### src/hw/rtl/dsm_pkg.sv
// Shared types, register indexes and constants for the disturbance severity monitor.
`timescale 1ns / 1ps
`default_nettype none

package dsm_pkg;

    // Configuration register indexes.
    localparam int CFG_INDEX_W = 2;
    localparam int CFG_DATA_W  = 17;
    localparam logic [CFG_INDEX_W-1:0] REG_SMOOTHING_ALPHA   = 2'd0;
    localparam logic [CFG_INDEX_W-1:0] REG_RECOVERABLE_LIMIT = 2'd1;
    localparam logic [CFG_INDEX_W-1:0] REG_COMMAND_LIMIT     = 2'd2;
    localparam logic [CFG_INDEX_W-1:0] REG_ABORT_SAMPLES     = 2'd3;

    // Register reset values.
    localparam logic [16:0] ALPHA_RESET       = 17'd16384;
    localparam logic [14:0] REC_LIMIT_RESET   = 15'd4096;
    localparam logic [14:0] CMD_LIMIT_RESET   = 15'd2048;
    localparam logic [7:0]  ABORT_SAMP_RESET  = 8'd10;

    // Arithmetic constants.
    localparam logic [16:0] ALPHA_ONE      = 17'd65536;
    localparam logic [9:0]  PERMILLE_FULL  = 10'd1000;
    localparam logic [15:0] NEAR_GROUND_MM = 16'd80;
    localparam logic [7:0]  RUN_MAX        = 8'd255;

    // Iteration counts of the square root and the permille division.
    localparam int SQRT_STEPS = 16;
    localparam int DIV_STEPS  = 10;
    localparam int CNT_W      = 4;

    // Severity class codes.
    localparam logic [1:0] CLASS_NONE            = 2'd0;
    localparam logic [1:0] CLASS_RECOVERABLE     = 2'd1;
    localparam logic [1:0] CLASS_NONRECOVERABLE  = 2'd2;

    // Input transaction payload.
    typedef struct packed {
        logic               flow_live;
        logic signed [15:0] vx_measured;
        logic signed [15:0] vy_measured;
        logic [15:0]        down_range_mm;
    } dsm_in_t;

    // Result transaction payload.
    typedef struct packed {
        logic               result_valid;
        logic signed [15:0] vx_command;
        logic signed [15:0] vy_command;
        logic [9:0]         severity_permille;
        logic               is_recoverable;
        logic [1:0]         severity_class;
        logic               near_ground;
        logic               abort_request;
    } dsm_out_t;

    // Operand selection of the shared multiplier.
    typedef enum logic [2:0] {
        MUL_FILT_X,
        MUL_FILT_Y,
        MUL_SQ_X,
        MUL_SQ_Y,
        MUL_LIM_SQ,
        MUL_PERMILLE
    } dsm_mul_sel_t;

    // Commands from the controller to the datapath.
    typedef struct packed {
        logic         load;
        dsm_mul_sel_t mul_sel;
        logic         upd_x;
        logic         upd_y;
        logic         acc_clear;
        logic         acc_add;
        logic         cmp_lim;
        logic         sqrt_step;
        logic         div_init;
        logic         div_step;
        logic         finish;
    } dsm_cmd_t;

    // Status from the datapath to the controller.
    typedef struct packed {
        logic live;
    } dsm_stat_t;

endpackage

`default_nettype wire

### src/hw/rtl/dsm_ctrl.sv
// Controller state machine that sequences the monitor datapath.
`timescale 1ns / 1ps
`default_nettype none

module dsm_ctrl (
    input  wire logic               clk,
    input  wire logic               rst_n,
    input  wire logic               sample_valid,
    output logic                    sample_ready,
    output logic                    report_valid,
    input  wire logic               report_ready,
    input  wire dsm_pkg::dsm_stat_t stat,
    output dsm_pkg::dsm_cmd_t       cmd
);
    import dsm_pkg::*;

    typedef enum logic [3:0] {
        ST_IDLE,
        ST_FILT_X,
        ST_FILT_Y,
        ST_SQ_X,
        ST_SQ_Y,
        ST_LIM,
        ST_CMP,
        ST_SQRT,
        ST_PERM,
        ST_DIV_INIT,
        ST_DIV,
        ST_DONE
    } state_t;

    state_t           state_reg, state_next;
    logic [CNT_W-1:0] cnt_reg, cnt_next;
    logic             report_valid_reg, report_valid_next;

    assign sample_ready = (state_reg == ST_IDLE);
    assign report_valid = report_valid_reg;

    // Next state and datapath commands.
    always_comb
    begin
        state_next        = state_reg;
        cnt_next          = cnt_reg;
        report_valid_next = report_valid_reg && !report_ready;
        cmd               = '0;
        cmd.mul_sel       = MUL_FILT_X;
        unique case (state_reg)
            ST_IDLE:
            begin
                if (sample_valid)
                begin
                    cmd.load   = 1'b1;
                    state_next = ST_FILT_X;
                end
            end
            ST_FILT_X:
            begin
                cmd.mul_sel = MUL_FILT_X;
                state_next  = stat.live ? ST_FILT_Y : ST_DONE;
            end
            ST_FILT_Y:
            begin
                cmd.mul_sel = MUL_FILT_Y;
                cmd.upd_x   = 1'b1;
                state_next  = ST_SQ_X;
            end
            ST_SQ_X:
            begin
                cmd.mul_sel = MUL_SQ_X;
                cmd.upd_y   = 1'b1;
                state_next  = ST_SQ_Y;
            end
            ST_SQ_Y:
            begin
                cmd.mul_sel   = MUL_SQ_Y;
                cmd.acc_clear = 1'b1;
                state_next    = ST_LIM;
            end
            ST_LIM:
            begin
                cmd.mul_sel = MUL_LIM_SQ;
                cmd.acc_add = 1'b1;
                state_next  = ST_CMP;
            end
            ST_CMP:
            begin
                cmd.cmp_lim = 1'b1;
                cnt_next    = '0;
                state_next  = ST_SQRT;
            end
            ST_SQRT:
            begin
                cmd.sqrt_step = 1'b1;
                if (cnt_reg == CNT_W'(SQRT_STEPS - 1))
                begin
                    state_next = ST_PERM;
                end
                else
                begin
                    cnt_next = cnt_reg + 1'b1;
                end
            end
            ST_PERM:
            begin
                cmd.mul_sel = MUL_PERMILLE;
                state_next  = ST_DIV_INIT;
            end
            ST_DIV_INIT:
            begin
                cmd.div_init = 1'b1;
                cnt_next     = '0;
                state_next   = ST_DIV;
            end
            ST_DIV:
            begin
                cmd.div_step = 1'b1;
                if (cnt_reg == CNT_W'(DIV_STEPS - 1))
                begin
                    state_next = ST_DONE;
                end
                else
                begin
                    cnt_next = cnt_reg + 1'b1;
                end
            end
            ST_DONE:
            begin
                // Wait until the output register is free.
                if (!report_valid_reg || report_ready)
                begin
                    cmd.finish        = 1'b1;
                    report_valid_next = 1'b1;
                    state_next        = ST_IDLE;
                end
            end
            default:
            begin
                state_next = ST_IDLE;
            end
        endcase
    end

    // State, counter and result valid flag.
    always_ff @(posedge clk or negedge rst_n)
    begin
        if (!rst_n)
        begin
            state_reg        <= ST_IDLE;
            cnt_reg          <= '0;
            report_valid_reg <= 1'b0;
        end
        else
        begin
            state_reg        <= state_next;
            cnt_reg          <= cnt_next;
            report_valid_reg <= report_valid_next;
        end
    end

endmodule

`default_nettype wire

### src/hw/rtl/dsm_dpath.sv
// Datapath of the monitor: filter, shared multiplier, square root and divider.
`timescale 1ns / 1ps
`default_nettype none

module dsm_dpath (
    input  wire logic                               clk,
    input  wire logic                               rst_n,
    input  wire logic                               cfg_we,
    input  wire logic [dsm_pkg::CFG_INDEX_W-1:0]    cfg_index,
    input  wire logic [dsm_pkg::CFG_DATA_W-1:0]     cfg_data,
    input  wire dsm_pkg::dsm_in_t                   sample,
    input  wire dsm_pkg::dsm_cmd_t                  cmd,
    output dsm_pkg::dsm_stat_t                      stat,
    output dsm_pkg::dsm_out_t                       report
);
    import dsm_pkg::*;

    // Negate a smoothed velocity and clamp it to the command limit.
    function automatic logic [15:0] clamp_cmd(input logic [15:0] s, input logic [14:0] cl);
        logic signed [16:0] neg;
        logic signed [16:0] lim;
        logic signed [16:0] res;
        neg = -$signed({s[15], s});
        lim = $signed({2'b00, cl});
        if (neg > lim)
        begin
            res = lim;
        end
        else if (neg < -lim)
        begin
            res = -lim;
        end
        else
        begin
            res = neg;
        end
        return res[15:0];
    endfunction

    // Configuration registers.
    logic [16:0] alpha_reg;
    logic [14:0] rec_limit_reg;
    logic [14:0] cmd_limit_reg;
    logic [7:0]  abort_samp_reg;

    // Filter state and run counter.
    logic signed [15:0] sx_reg, sy_reg;
    logic [7:0]         run_reg, run_next;

    // Working registers.
    dsm_in_t            inp_reg;
    logic signed [35:0] prod_reg;
    logic [31:0]        sq_reg;
    logic               rec_reg;
    logic               zero_reg;
    logic [17:0]        rem_reg;
    logic [15:0]        root_reg;
    logic [24:0]        num_reg;
    logic [23:0]        dvs_reg;
    logic [9:0]         quo_reg;
    dsm_out_t           report_reg;

    // Effective register values.
    logic [16:0] alpha_eff;
    logic [14:0] lim_eff;
    assign alpha_eff = (alpha_reg > ALPHA_ONE) ? ALPHA_ONE : alpha_reg;
    assign lim_eff   = (rec_limit_reg == '0) ? 15'd1 : rec_limit_reg;

    assign stat.live = inp_reg.flow_live;
    assign report    = report_reg;

    // Shared multiplier operand selection.
    logic signed [16:0] diff_x, diff_y;
    logic signed [17:0] mul_a, mul_b;
    logic [14:0]        bounded;

    assign diff_x  = $signed({inp_reg.vx_measured[15], inp_reg.vx_measured})
                   - $signed({sx_reg[15], sx_reg});
    assign diff_y  = $signed({inp_reg.vy_measured[15], inp_reg.vy_measured})
                   - $signed({sy_reg[15], sy_reg});
    assign bounded = (root_reg > {1'b0, lim_eff}) ? lim_eff : root_reg[14:0];

    always_comb
    begin
        unique case (cmd.mul_sel)
            MUL_FILT_X:
            begin
                mul_a = $signed({1'b0, alpha_eff});
                mul_b = $signed({diff_x[16], diff_x});
            end
            MUL_FILT_Y:
            begin
                mul_a = $signed({1'b0, alpha_eff});
                mul_b = $signed({diff_y[16], diff_y});
            end
            MUL_SQ_X:
            begin
                mul_a = $signed({{2{sx_reg[15]}}, sx_reg});
                mul_b = $signed({{2{sx_reg[15]}}, sx_reg});
            end
            MUL_SQ_Y:
            begin
                mul_a = $signed({{2{sy_reg[15]}}, sy_reg});
                mul_b = $signed({{2{sy_reg[15]}}, sy_reg});
            end
            MUL_LIM_SQ:
            begin
                mul_a = $signed({3'b000, lim_eff});
                mul_b = $signed({3'b000, lim_eff});
            end
            MUL_PERMILLE:
            begin
                mul_a = $signed({3'b000, bounded});
                mul_b = $signed({8'd0, PERMILLE_FULL});
            end
            default:
            begin
                mul_a = '0;
                mul_b = '0;
            end
        endcase
    end

    // Filter update: s + floor((alpha * (m - s) + 32768) / 65536), saturated.
    logic signed [35:0] prod_rnd;
    logic signed [19:0] filt_step;
    logic signed [15:0] filt_base;
    logic signed [20:0] filt_sum;
    logic signed [15:0] filt_new;

    assign prod_rnd  = prod_reg + 36'sd32768;
    assign filt_step = prod_rnd[35:16];
    assign filt_base = cmd.upd_y ? sy_reg : sx_reg;
    assign filt_sum  = $signed({{5{filt_base[15]}}, filt_base})
                     + $signed({filt_step[19], filt_step});

    always_comb
    begin
        if (filt_sum > 21'sd32767)
        begin
            filt_new = 16'sh7FFF;
        end
        else if (filt_sum < -21'sd32768)
        begin
            filt_new = -16'sd32768;
        end
        else
        begin
            filt_new = filt_sum[15:0];
        end
    end

    // One square root digit: bring down two radicand bits and try to subtract.
    logic [18:0] rem_sh;
    logic [18:0] trial;
    logic        sqrt_take;
    assign rem_sh    = {rem_reg[16:0], sq_reg[31:30]};
    assign trial     = {1'b0, root_reg, 2'b01};
    assign sqrt_take = (rem_sh >= trial);

    // One restoring division step.
    logic div_take;
    assign div_take = (num_reg >= {1'b0, dvs_reg});

    // Run counter and result fields.
    logic [9:0] permille;
    assign permille = (quo_reg > PERMILLE_FULL) ? PERMILLE_FULL : quo_reg;

    always_comb
    begin
        if (rec_reg)
        begin
            run_next = '0;
        end
        else if (run_reg == RUN_MAX)
        begin
            run_next = RUN_MAX;
        end
        else
        begin
            run_next = run_reg + 1'b1;
        end
    end

    // Configuration writes.
    always_ff @(posedge clk or negedge rst_n)
    begin
        if (!rst_n)
        begin
            alpha_reg      <= ALPHA_RESET;
            rec_limit_reg  <= REC_LIMIT_RESET;
            cmd_limit_reg  <= CMD_LIMIT_RESET;
            abort_samp_reg <= ABORT_SAMP_RESET;
        end
        else if (cfg_we)
        begin
            unique case (cfg_index)
                REG_SMOOTHING_ALPHA:   alpha_reg      <= cfg_data;
                REG_RECOVERABLE_LIMIT: rec_limit_reg  <= cfg_data[14:0];
                REG_COMMAND_LIMIT:     cmd_limit_reg  <= cfg_data[14:0];
                REG_ABORT_SAMPLES:     abort_samp_reg <= cfg_data[7:0];
                default:               alpha_reg      <= alpha_reg;
            endcase
        end
    end

    // Filter state and run counter.
    always_ff @(posedge clk or negedge rst_n)
    begin
        if (!rst_n)
        begin
            sx_reg  <= '0;
            sy_reg  <= '0;
            run_reg <= '0;
        end
        else
        begin
            if (cmd.upd_x)
            begin
                sx_reg <= filt_new;
            end
            if (cmd.upd_y)
            begin
                sy_reg <= filt_new;
            end
            if (cmd.finish)
            begin
                if (inp_reg.flow_live)
                begin
                    run_reg <= run_next;
                end
                else
                begin
                    sx_reg  <= '0;
                    sy_reg  <= '0;
                    run_reg <= '0;
                end
            end
        end
    end

    // Working registers and the result register.
    always_ff @(posedge clk)
    begin
        prod_reg <= mul_a * mul_b;
        if (cmd.load)
        begin
            inp_reg <= sample;
        end
        if (cmd.acc_clear)
        begin
            sq_reg <= prod_reg[31:0];
        end
        if (cmd.acc_add)
        begin
            sq_reg <= sq_reg + prod_reg[31:0];
        end
        if (cmd.cmp_lim)
        begin
            rec_reg  <= (sq_reg <= prod_reg[31:0]);
            zero_reg <= (sq_reg == '0);
            rem_reg  <= '0;
            root_reg <= '0;
        end
        if (cmd.sqrt_step)
        begin
            sq_reg <= {sq_reg[29:0], 2'b00};
            if (sqrt_take)
            begin
                rem_reg  <= 18'(rem_sh - trial);
                root_reg <= {root_reg[14:0], 1'b1};
            end
            else
            begin
                rem_reg  <= rem_sh[17:0];
                root_reg <= {root_reg[14:0], 1'b0};
            end
        end
        if (cmd.div_init)
        begin
            num_reg <= prod_reg[24:0] + {11'd0, lim_eff[14:1]};
            dvs_reg <= {lim_eff, 9'd0};
            quo_reg <= '0;
        end
        if (cmd.div_step)
        begin
            dvs_reg <= {1'b0, dvs_reg[23:1]};
            if (div_take)
            begin
                num_reg <= num_reg - {1'b0, dvs_reg};
                quo_reg <= {quo_reg[8:0], 1'b1};
            end
            else
            begin
                quo_reg <= {quo_reg[8:0], 1'b0};
            end
        end
        if (cmd.finish)
        begin
            if (inp_reg.flow_live)
            begin
                report_reg.result_valid      <= 1'b1;
                report_reg.vx_command        <= clamp_cmd(sx_reg, cmd_limit_reg);
                report_reg.vy_command        <= clamp_cmd(sy_reg, cmd_limit_reg);
                report_reg.severity_permille <= permille;
                report_reg.is_recoverable    <= rec_reg;
                report_reg.severity_class    <= zero_reg ? CLASS_NONE :
                                                (rec_reg ? CLASS_RECOVERABLE
                                                         : CLASS_NONRECOVERABLE);
                report_reg.near_ground       <= (inp_reg.down_range_mm != '0) &&
                                                (inp_reg.down_range_mm < NEAR_GROUND_MM);
                report_reg.abort_request     <= (run_next >= abort_samp_reg);
            end
            else
            begin
                report_reg <= '0;
            end
        end
    end

endmodule

`default_nettype wire

### src/hw/rtl/disturbance_severity_monitor_top.sv
// Top level of the disturbance severity monitor.
`timescale 1ns / 1ps
`default_nettype none

// Channel   Signals                                Width        Direction
// sample    sample_valid, sample_ready, sample     dsm_in_t     in
// report    report_valid, report_ready, report     dsm_out_t    out
// config    cfg_we, cfg_index, cfg_data            2 / 17 bits  in
//
// A live sample raises report_valid after the filter, square and limit products,
// a compare, 16 square root iterations, the permille product, a divider load, 10
// division iterations and the result write. The next sample can be taken in the
// cycle after that write; one without live flow goes from the x filter step to it.
// Reset is asynchronous and active low; it loads the register defaults and clears
// the filter state. An untaken result holds the controller before its next write.

module disturbance_severity_monitor_top (
    input  wire logic                            clk,
    input  wire logic                            rst_n,
    input  wire logic                            sample_valid,
    output logic                                 sample_ready,
    input  wire dsm_pkg::dsm_in_t                sample,
    output logic                                 report_valid,
    input  wire logic                            report_ready,
    output dsm_pkg::dsm_out_t                    report,
    input  wire logic                            cfg_we,
    input  wire logic [dsm_pkg::CFG_INDEX_W-1:0] cfg_index,
    input  wire logic [dsm_pkg::CFG_DATA_W-1:0]  cfg_data
);
    import dsm_pkg::*;

    dsm_cmd_t  cmd;
    dsm_stat_t stat;

    // Sequencing.
    dsm_ctrl u_ctrl (
        .clk          (clk),
        .rst_n        (rst_n),
        .sample_valid (sample_valid),
        .sample_ready (sample_ready),
        .report_valid (report_valid),
        .report_ready (report_ready),
        .stat         (stat),
        .cmd          (cmd)
    );

    // Arithmetic and state.
    dsm_dpath u_dpath (
        .clk       (clk),
        .rst_n     (rst_n),
        .cfg_we    (cfg_we),
        .cfg_index (cfg_index),
        .cfg_data  (cfg_data),
        .sample    (sample),
        .cmd       (cmd),
        .stat      (stat),
        .report    (report)
    );

endmodule

`default_nettype wire
### config.mk
export PLATFORM = sky130hd
export DESIGN_NAME = disturbance_severity_monitor_top
export DESIGN_NICKNAME = d
export VERILOG_FILES = /design/src/hw/rtl/dsm_pkg.sv /design/src/hw/rtl/dsm_ctrl.sv /design/src/hw/rtl/dsm_dpath.sv /design/src/hw/rtl/disturbance_severity_monitor_top.sv
export SDC_FILE = /design/constraint.sdc
export NUM_CORES = 2
export LEC_CHECK = 0
export BUFFER_PORTS_ARGS = -buffer_cell sky130_fd_sc_hd__buf_2
export CORE_ASPECT_RATIO = 2
export CORE_MARGIN = 10
export CORE_UTILIZATION = 45
export CTS_CLUSTER_SIZE = 28
export DETAILED_ROUTE_END_ITERATION = 16
export PLACE_DENSITY = 0.73
export SETUP_SLACK_MARGIN = 0.05
export SLEW_MARGIN = 20
export SYNTH_ARGS = -nofsm -noshare
export SYNTH_HDL_FRONTEND = slang
export SYNTH_SLANG_ARGS = --single-unit
### constraint.sdc
create_clock -name clk -period 7.49 [get_ports clk]
set_input_delay 1.498 -clock clk [delete_from_list [all_inputs] [get_ports clk]]
set_output_delay 1.498 -clock clk [all_outputs]
set_load 0.005 [all_outputs]
After elaboration in Yosys (flattened, before gate mapping)
Cells that the tools add are included.
{ "op_classes": {"addsub": 13, "multipliers": 1, "n_lt_le_gt_ge": 14, "n_eq_ne": 28, "mux": 66, "bitwise_logic": 1, "reduce_logical": 28} }
{ "op_table": {"columns": ["operator", "count"], "rows": [
  ["16-bit two-way mux", 15],
  ["18-bit one-hot mux with 6 select lines", 1],
  ["32-bit two-way mux", 3],
  ["18-bit one-hot mux with 5 select lines", 1],
  ["25-bit two-way mux", 3],
  ["17-bit two-way mux", 4],
  ["48-bit two-way mux", 1],
  ["4-bit one-hot mux with 12 select lines", 1],
  ["23-bit two-way mux", 2],
  ["36-bit by 17-bit adder with 36-bit output, second input constant", 1],
  ["18-bit by 18-bit multiplier with 36-bit output", 1],
  ["17-bit by 16-bit greater-than comparator with 1-bit output", 2],
  ["17-bit less-than comparator", 2],
  ["16-bit negation with 17-bit output", 2],
  ["16-bit by 16-bit subtractor with 17-bit output", 2],
  ["32-bit adder", 1],
  ["32-bit less-or-equal comparator", 1],
  ["32-bit logical NOT", 1],
  ["10-bit two-way mux", 3],
  ["15-bit two-way mux", 2],
  ["4-bit two-way mux", 7],
  ["25-bit by 14-bit adder with 25-bit output", 1],
  ["25-bit by 24-bit greater-or-equal comparator with 1-bit output", 1],
  ["25-bit by 24-bit subtractor with 25-bit output", 1],
  ["other kinds (45)", 92]
]} }
{ "word_totals": {"regBits": 363, "input_bits": 73, "output_inout_bits": 50, "wordCells": 187} }

Depth between registers and ports, before layout
{ "logic_depth": {"ltp_word": 10, "depth_mapped": 37, "mapped_depth_nobuf": 35} }

Hierarchy
A second synthesis with hierarchy kept.
{ "unflattened": {"hier_cells": 4304, "hier_area_um2": 38739.7} }
{ "modules_own_cells": {"columns": ["mod", "n_inst", "cells_per_inst", "area_each_um2", "seq_area_each_um2"], "rows": [
  ["dsm_dpath", 1, 4222, 38035.2, 9520.4],
  ["dsm_ctrl", 1, 82, 704.4, 225.2]
]} }

Worst setup path after synthesis
No wires, ideal clock.
{ "synth_timing": {"kind": "register to register", "from": "register u_dpath.sy_reg[0]", "to": "register u_dpath.prod_reg[33]", "setup_ps": 72, "arrival_ps": 8180, "t_required_ps": 7418, "slack_ps": -763, "stages_incl_launch_ff": 34, "cell_sequence": "dfrtp_1 -> ha_1 -> inv_1 -> fa_1 -> a21o_1 -> a21oi_1 -> o21bai_1 -> a311o_1 -> a31o_1 -> a21oi_2 -> xnor2_1 -> a221o_1 -> buf_6 -> nand2_1 -> fa_1 -> inv_1 -> fa_1 -> fa_1 -> fa_1 -> fa_1 -> inv_1 -> fa_1 -> inv_1 -> ha_1 -> clkbuf_1 -> and3_1 -> a32oi_1 -> a31oi_1 -> a311o_1 -> nor3b_1 -> o2111a_1 -> o31ai_1 -> a21oi_1 -> xnor2_1"} }
{ "synth_via": {"elab_chain_len": 3, "word_cells_on_any_way": 4, "cone_classes": "add/sub (1); mul (1); mux (2)"} }
{ "synth_lines": {"columns": ["item", "line", "text"], "rows": [
  ["start: declaration", "dsm_dpath.sv:47", "logic signed [15:0] sx_reg, sy_reg;"],
  ["start signal: assignment", "dsm_dpath.sv:224", "sy_reg <= filt_new;"],
  ["16-bit by 16-bit subtractor with 17-bit output", "dsm_dpath.sv:80", "- $signed({sy_reg[15], sy_reg});"],
  ["18-bit one-hot mux with 6 select lines", "dsm_dpath.sv:85", "unique case (cmd.mul_sel)"],
  ["18-bit by 18-bit multiplier with 36-bit output (*)", "dsm_dpath.sv:245", "prod_reg <= mul_a * mul_b;"],
  ["end signal: assignment", "dsm_dpath.sv:245", null],
  ["end: declaration", "dsm_dpath.sv:52", "logic signed [35:0] prod_reg;"]
]} }
Mark *: on every way between the ends. The rest lies on a longest branch, timed or not.
A chain may end at the register's enable or synchronous reset.

Final worst setup path
{ "layout_timing": {"from": "register u_dpath.rec_limit_reg[12]", "to": "register u_dpath.prod_reg[34]"} }
{ "layout_via": {"elab_chain_len": 6, "word_cells_on_any_way": 7, "cone_classes": "mul (1); order compare (1); mux (4); reduce/logical (1)"} }
{ "layout_lines": {"columns": ["item", "line", "text"], "rows": [
  ["start: declaration", "dsm_dpath.sv:42", "logic [14:0] rec_limit_reg;"],
  ["start signal: assignment", "dsm_dpath.sv:199", "REG_RECOVERABLE_LIMIT: rec_limit_reg <= cfg_data[14:0];"],
  ["15-bit logical NOT", "dsm_dpath.sv:67", "assign lim_eff = (rec_limit_reg == '0) ? 15'd1 : rec_limit_reg;"],
  ["15-bit two-way mux (*)", "dsm_dpath.sv:67", null],
  ["16-bit by 15-bit greater-than comparator with 1-bit output", "dsm_dpath.sv:81", "assign bounded = (root_reg > {1'b0, lim_eff}) ? lim_eff : root_reg[14:0];"],
  ["15-bit two-way mux", "dsm_dpath.sv:81", null],
  ["18-bit one-hot mux with 5 select lines", "dsm_dpath.sv:85", null],
  ["18-bit by 18-bit multiplier with 36-bit output (*)", "dsm_dpath.sv:245", null]
]} }
Marks and branches as above.

==> report_table.html <==
<table>
<tr><th>Metric</th><th>Value</th></tr>
<tr><th colspan="2">STA</th></tr>
<tr><td>Worst Setup Slack, final</td><td>-848.6 ps</td></tr>
<tr><td>Achievable Freq</td><td>0.1199 GHz</td></tr>
<tr><td>Time the worst path needs with I/O delays and setup</td><td>8339 ps</td></tr>
<tr><td>Final setup TNS</td><td>-13570 ps</td></tr>
<tr><td>Worst Tran Pin Value</td><td>1322 ps</td></tr>
<tr><td>Tightest slew margin relative to the limit</td><td>0.1123</td></tr>
<tr><td>Max Slew Vio Count</td><td>0</td></tr>
<tr><td>Part of the cycle the worst path needs</td><td>1.113</td></tr>
<tr><td>Setup repair after global routing missed its margin</td><td>true</td></tr>
<tr><td>Final hold vios</td><td>0</td></tr>
<tr><td>Clock skew</td><td>34.87 ps</td></tr>
<tr><td>Setup Viol. Count Final</td><td>23</td></tr>
<tr><th colspan="2">Clock network</th></tr>
<tr><td>Maximum clock insertion buffer count</td><td>3</td></tr>
<tr><td>CTS clock-pin slew for the worst setup and hold paths</td><td>70 ps</td></tr>
<tr><td># clock sinks</td><td>363</td></tr>
<tr><td>Clock buffers created by TritonCTS</td><td>37</td></tr>
<tr><td>Hold bufs inserted after CTS</td><td>0</td></tr>
<tr><td>TritonCTS clock tree</td><td>built</td></tr>
<tr><td>Number of H-tree levels</td><td>2</td></tr>
<tr><td>Clock tree root buffer cell</td><td>sky130_fd_sc_hd__clkbuf_16</td></tr>
<tr><td>Worst-skew pair later-pin latency</td><td>620 ps</td></tr>
<tr><th colspan="2">Synthesis</th></tr>
<tr><td>Average size of a mapped cell</td><td>9.010 sq um</td></tr>
<tr><td>Number of instances in the synthesized netlist</td><td>4334</td></tr>
<tr><td>Sequential cell area fraction in the yosys report</td><td>0.2496</td></tr>
<tr><td>Cell variety after synth</td><td>99</td></tr>
<tr><td>Async S/R FF share, synth</td><td>0.2865</td></tr>
<tr><td>Register bit total from synthesis</td><td>363</td></tr>
<tr><td>Net count after synthesis</td><td>5097</td></tr>
<tr><td>Ys flop type</td><td>sky130_fd_sc_hd__edfxtp_1</td></tr>
<tr><td>Synth Warn #</td><td>0</td></tr>
<tr><td>Cell area after technology mapping</td><td>39050 sq um</td></tr>
<tr><td>EDFF count, synth</td><td>195</td></tr>
<tr><th colspan="2">Route</th></tr>
<tr><td>Via density</td><td>5.760</td></tr>
<tr><td>DRC violations left</td><td>0</td></tr>
<tr><td>DRC violation total after the first TritonRoute iteration</td><td>2578</td></tr>
<tr><td>Remaining number of nets flagged by the antenna check after routing</td><td>0</td></tr>
<tr><td>Vias after detailed routing</td><td>35100</td></tr>
<tr><td>Per-cell routed wire length</td><td>23.29 um</td></tr>
<tr><td>Routed Wire Length</td><td>141.9 mm</td></tr>
<tr><td>TritonRoute pass-1 iters</td><td>9</td></tr>
<tr><th colspan="2">Finish</th></tr>
<tr><td>Filler cell count in the final layout</td><td>7735</td></tr>
<tr><td>Layout area overhead</td><td>21.31%</td></tr>
<tr><td>NumNets Final</td><td>5670</td></tr>
<tr><td>Core Util, Final</td><td>0.5511</td></tr>
<tr><td>Fraction of layout instances using a drive strength above 1</td><td>0.2279</td></tr>
<tr><th colspan="2">Worst setup path</th></tr>
<tr><td>Startpoint-to-endpoint class of the critical path</td><td>reg2reg</td></tr>
<tr><td>Worst-path maximum fanout</td><td>7</td></tr>
<tr><td>Max stage delay on crit path</td><td>570 ps</td></tr>
<tr><td>Critical path data arrival time</td><td>8820 ps</td></tr>
<tr><td>CP startpoint kind</td><td>flip-flop</td></tr>
<tr><td>Worst Setup End Kind</td><td>flip-flop</td></tr>
<tr><td>Critical path data required time</td><td>7970 ps</td></tr>
<tr><td>Critical-path top delay cell</td><td>sky130_fd_sc_hd__fa_1</td></tr>
<tr><th colspan="2">Global routing</th></tr>
<tr><td>Highest-utilization routing layer at the global route stage</td><td>met2</td></tr>
<tr><td>Global-route usage over all layers</td><td>0.2822</td></tr>
<tr><td>Number of antenna violations at the first check in global routing</td><td>2</td></tr>
<tr><td>First-pass GRT wire length</td><td>214.9 mm</td></tr>
<tr><td>M3 GR Usage</td><td>0.03588</td></tr>
<tr><td>Number of global-route vias before repair</td><td>36530</td></tr>
<tr><td>Maximum number of pins on one net before global-route repair</td><td>54</td></tr>
<tr><td>Met1 Track Usage GR</td><td>0.2736</td></tr>
<tr><td>Met2 GRT Util</td><td>0.5094</td></tr>
<tr><td>Sum of overflow across all layers after global routing</td><td>0</td></tr>
<tr><th colspan="2">Placement</th></tr>
<tr><td>Placer congestion estimate</td><td>1.036</td></tr>
<tr><td>Setup slack after placement</td><td>-986.4 ps</td></tr>
<tr><td>Number of input and output port buffers inserted</td><td>122</td></tr>
<tr><td>Placed wire-length estimate after detailed placement</td><td>114.2 mm</td></tr>
<tr><th colspan="2">Status</th></tr>
<tr><td>Run status</td><td>finished, violations left</td></tr>
<tr><td>Violated checks</td><td>setup timing</td></tr>
<tr><th colspan="2">Job</th></tr>
<tr><td>Total of max-cap violations</td><td>0</td></tr>
<tr><th colspan="2">Floorplanning</th></tr>
<tr><td>Total die area</td><td>99670 sq um</td></tr>
<tr><td>Initial standard-cell utilization of the core</td><td>0.4543</td></tr>
<tr><td>Die H</td><td>436.6 um</td></tr>
<tr><td>Ports placed on the boundary</td><td>123</td></tr>
<tr><td>Floorplan die width</td><td>228.3 um</td></tr>
<tr><td>Area inside the core boundary</td><td>85960 sq um</td></tr>
<tr><td>Std-Cell Rows</td><td>152</td></tr>
<tr><th colspan="2">Min path</th></tr>
<tr><td>Hold crit path type</td><td>reg2reg</td></tr>
</table>
## repair_timing
action	in CTS	in global routing
resized for setup	107	101
endpoints found under the setup margin	24	26
hold endpoints to repair	0	0
gates cloned	2	1
setup buffers	24	18
pin swaps	60	53
## worst paths after layout
| check | cells after the start | slack [ps] | end | startpoint |
|---|---|---|---|---|
| worst max-delay path | 41 | -850 | u_dpath.prod_reg[34] | u_dpath.rec_limit_reg[12] |
| worst min-delay path | 2 | 480 | u_dpath.dvs_reg[23] | u_dpath.dvs_reg[23] |
| worst max register to register | 41 | -850 | u_dpath.prod_reg[34] | u_dpath.rec_limit_reg[12] |
| worst min register to register | 2 | 480 | u_dpath.dvs_reg[23] | u_dpath.dvs_reg[23] |
| max in group asynchronous | 2 | 5280 | u_dpath.sy_reg[0] | rst_n |
| min in group asynchronous | 1 | 940 | u_dpath.run_reg[1] | rst_n |
## layout make-up
cell class	instances	area (sq um)	area share
sequential	363	9748	0.2058
inverter	649	2441	0.05153
tap	1155	1445	0.03051
antenna	2	5.005	0.0001056
clock inverter	21	173.9	0.003671
clock buffer	47	1016	0.02145
multi-input combinational	3157	27240	0.5751
timing repair buffer	699	5301	0.1119
## through the flow
stage	area, sq um	std cells	hold WS (ps)
floorplan	39420	4334	449.6
global placement	45020	5982	462.4
detailed placement	45020	5982	467.2
CTS	46810	6074	476.0
global route	47370	6091	514.3
finish	47370	6093	475.1
## placed cells by master (no fill, tap or decap), drive strengths merged, types with 20 or more instances in the layout
cell	n
nand2	390
mux2	65
clkbuf	47
dfxtp	64
a21oi	219
a21o	61
xor2	40
o31ai	24
a211oi	46
o211ai	20
inv	656
mux2i	25
and3	35
a221oi	35
nor2	365
fa	334
nand2b	34
a211o	23
o21a	58
edfxtp	195
or3	22
buf	699
nand3	94
nor2b	31
ha	356
o21bai	25
nor4	40
nor3	105
and2	55
dfrtp	99
xnor2	163
nand4	57
o21ai	201
## routing by layer
metal  wire length, um  vias to the layer above
li1                  -                    15960
met1             45880                    17140
met2             71580                     1413
met3              7228                      573
met4             17180                        4
met5                34                        -
## cell families (layout without fill, tap and decap cells)
kind of cell,Yosys count,count (layout),share of synthesized area
simple gates,1293,1294,0.1567
compound gates,880,880,0.1566
buf+inv,815,1416,0.08119
fa+ha+maj,690,690,0.2853
flops,363,363,0.2496
xor+xnor,203,203,0.04553
mux,90,90,0.02515
other cells,0,2,0
## critical path, delay by kind of cell (launching register included)
| kind | cells | cell delay, ps |
|---|---|---|
| fa+ha+maj | 8 | 3560 |
| compound gates | 11 | 1680 |
| buf+inv | 13 | 1340 |
| simple gates | 7 | 760 |
| flops | 1 | 560 |
| mux | 1 | 180 |
| xor+xnor | 1 | 140 |
## synthesized netlist by cell type (22+ instances only)
cell,instances,area (sq um)
sky130_fd_sc_hd__nor2_1,363,1363
sky130_fd_sc_hd__a21o_1,61,457.9
sky130_fd_sc_hd__and2_1,54,337.8
sky130_fd_sc_hd__dfrtp_1,99,2477
sky130_fd_sc_hd__a211o_1,23,201.4
sky130_fd_sc_hd__buf_2,25,125.1
sky130_fd_sc_hd__clkbuf_1,119,446.7
sky130_fd_sc_hd__xor2_1,40,350.3
sky130_fd_sc_hd__xnor2_1,163,1428
sky130_fd_sc_hd__inv_1,647,2429
sky130_fd_sc_hd__o31ai_1,22,165.2
sky130_fd_sc_hd__dfxtp_1,64,1281
sky130_fd_sc_hd__ha_1,356,4454
sky130_fd_sc_hd__fa_1,334,6686
sky130_fd_sc_hd__nor2b_1,31,193.9
sky130_fd_sc_hd__nand2b_1,34,212.7
sky130_fd_sc_hd__nand2_1,389,1460
sky130_fd_sc_hd__edfxtp_1,195,5856
sky130_fd_sc_hd__or3_1,22,137.6
sky130_fd_sc_hd__nand3_1,94,470.5
sky130_fd_sc_hd__nand4_1,57,356.6
sky130_fd_sc_hd__mux2_2,65,732.0
sky130_fd_sc_hd__a211oi_1,32,240.2
sky130_fd_sc_hd__o21bai_1,25,187.7
sky130_fd_sc_hd__o21ai_0,187,935.9
sky130_fd_sc_hd__and3_1,35,219.0
sky130_fd_sc_hd__nor4_1,37,231.5
sky130_fd_sc_hd__nor3_1,100,500.5
sky130_fd_sc_hd__a21oi_1,217,1086
sky130_fd_sc_hd__o21a_1,58,435.4
sky130_fd_sc_hd__mux2i_1,25,250.2
Power is not shown: default switching activity piles up to over one toggle a cycle in this logic, so the estimate is an artifact.
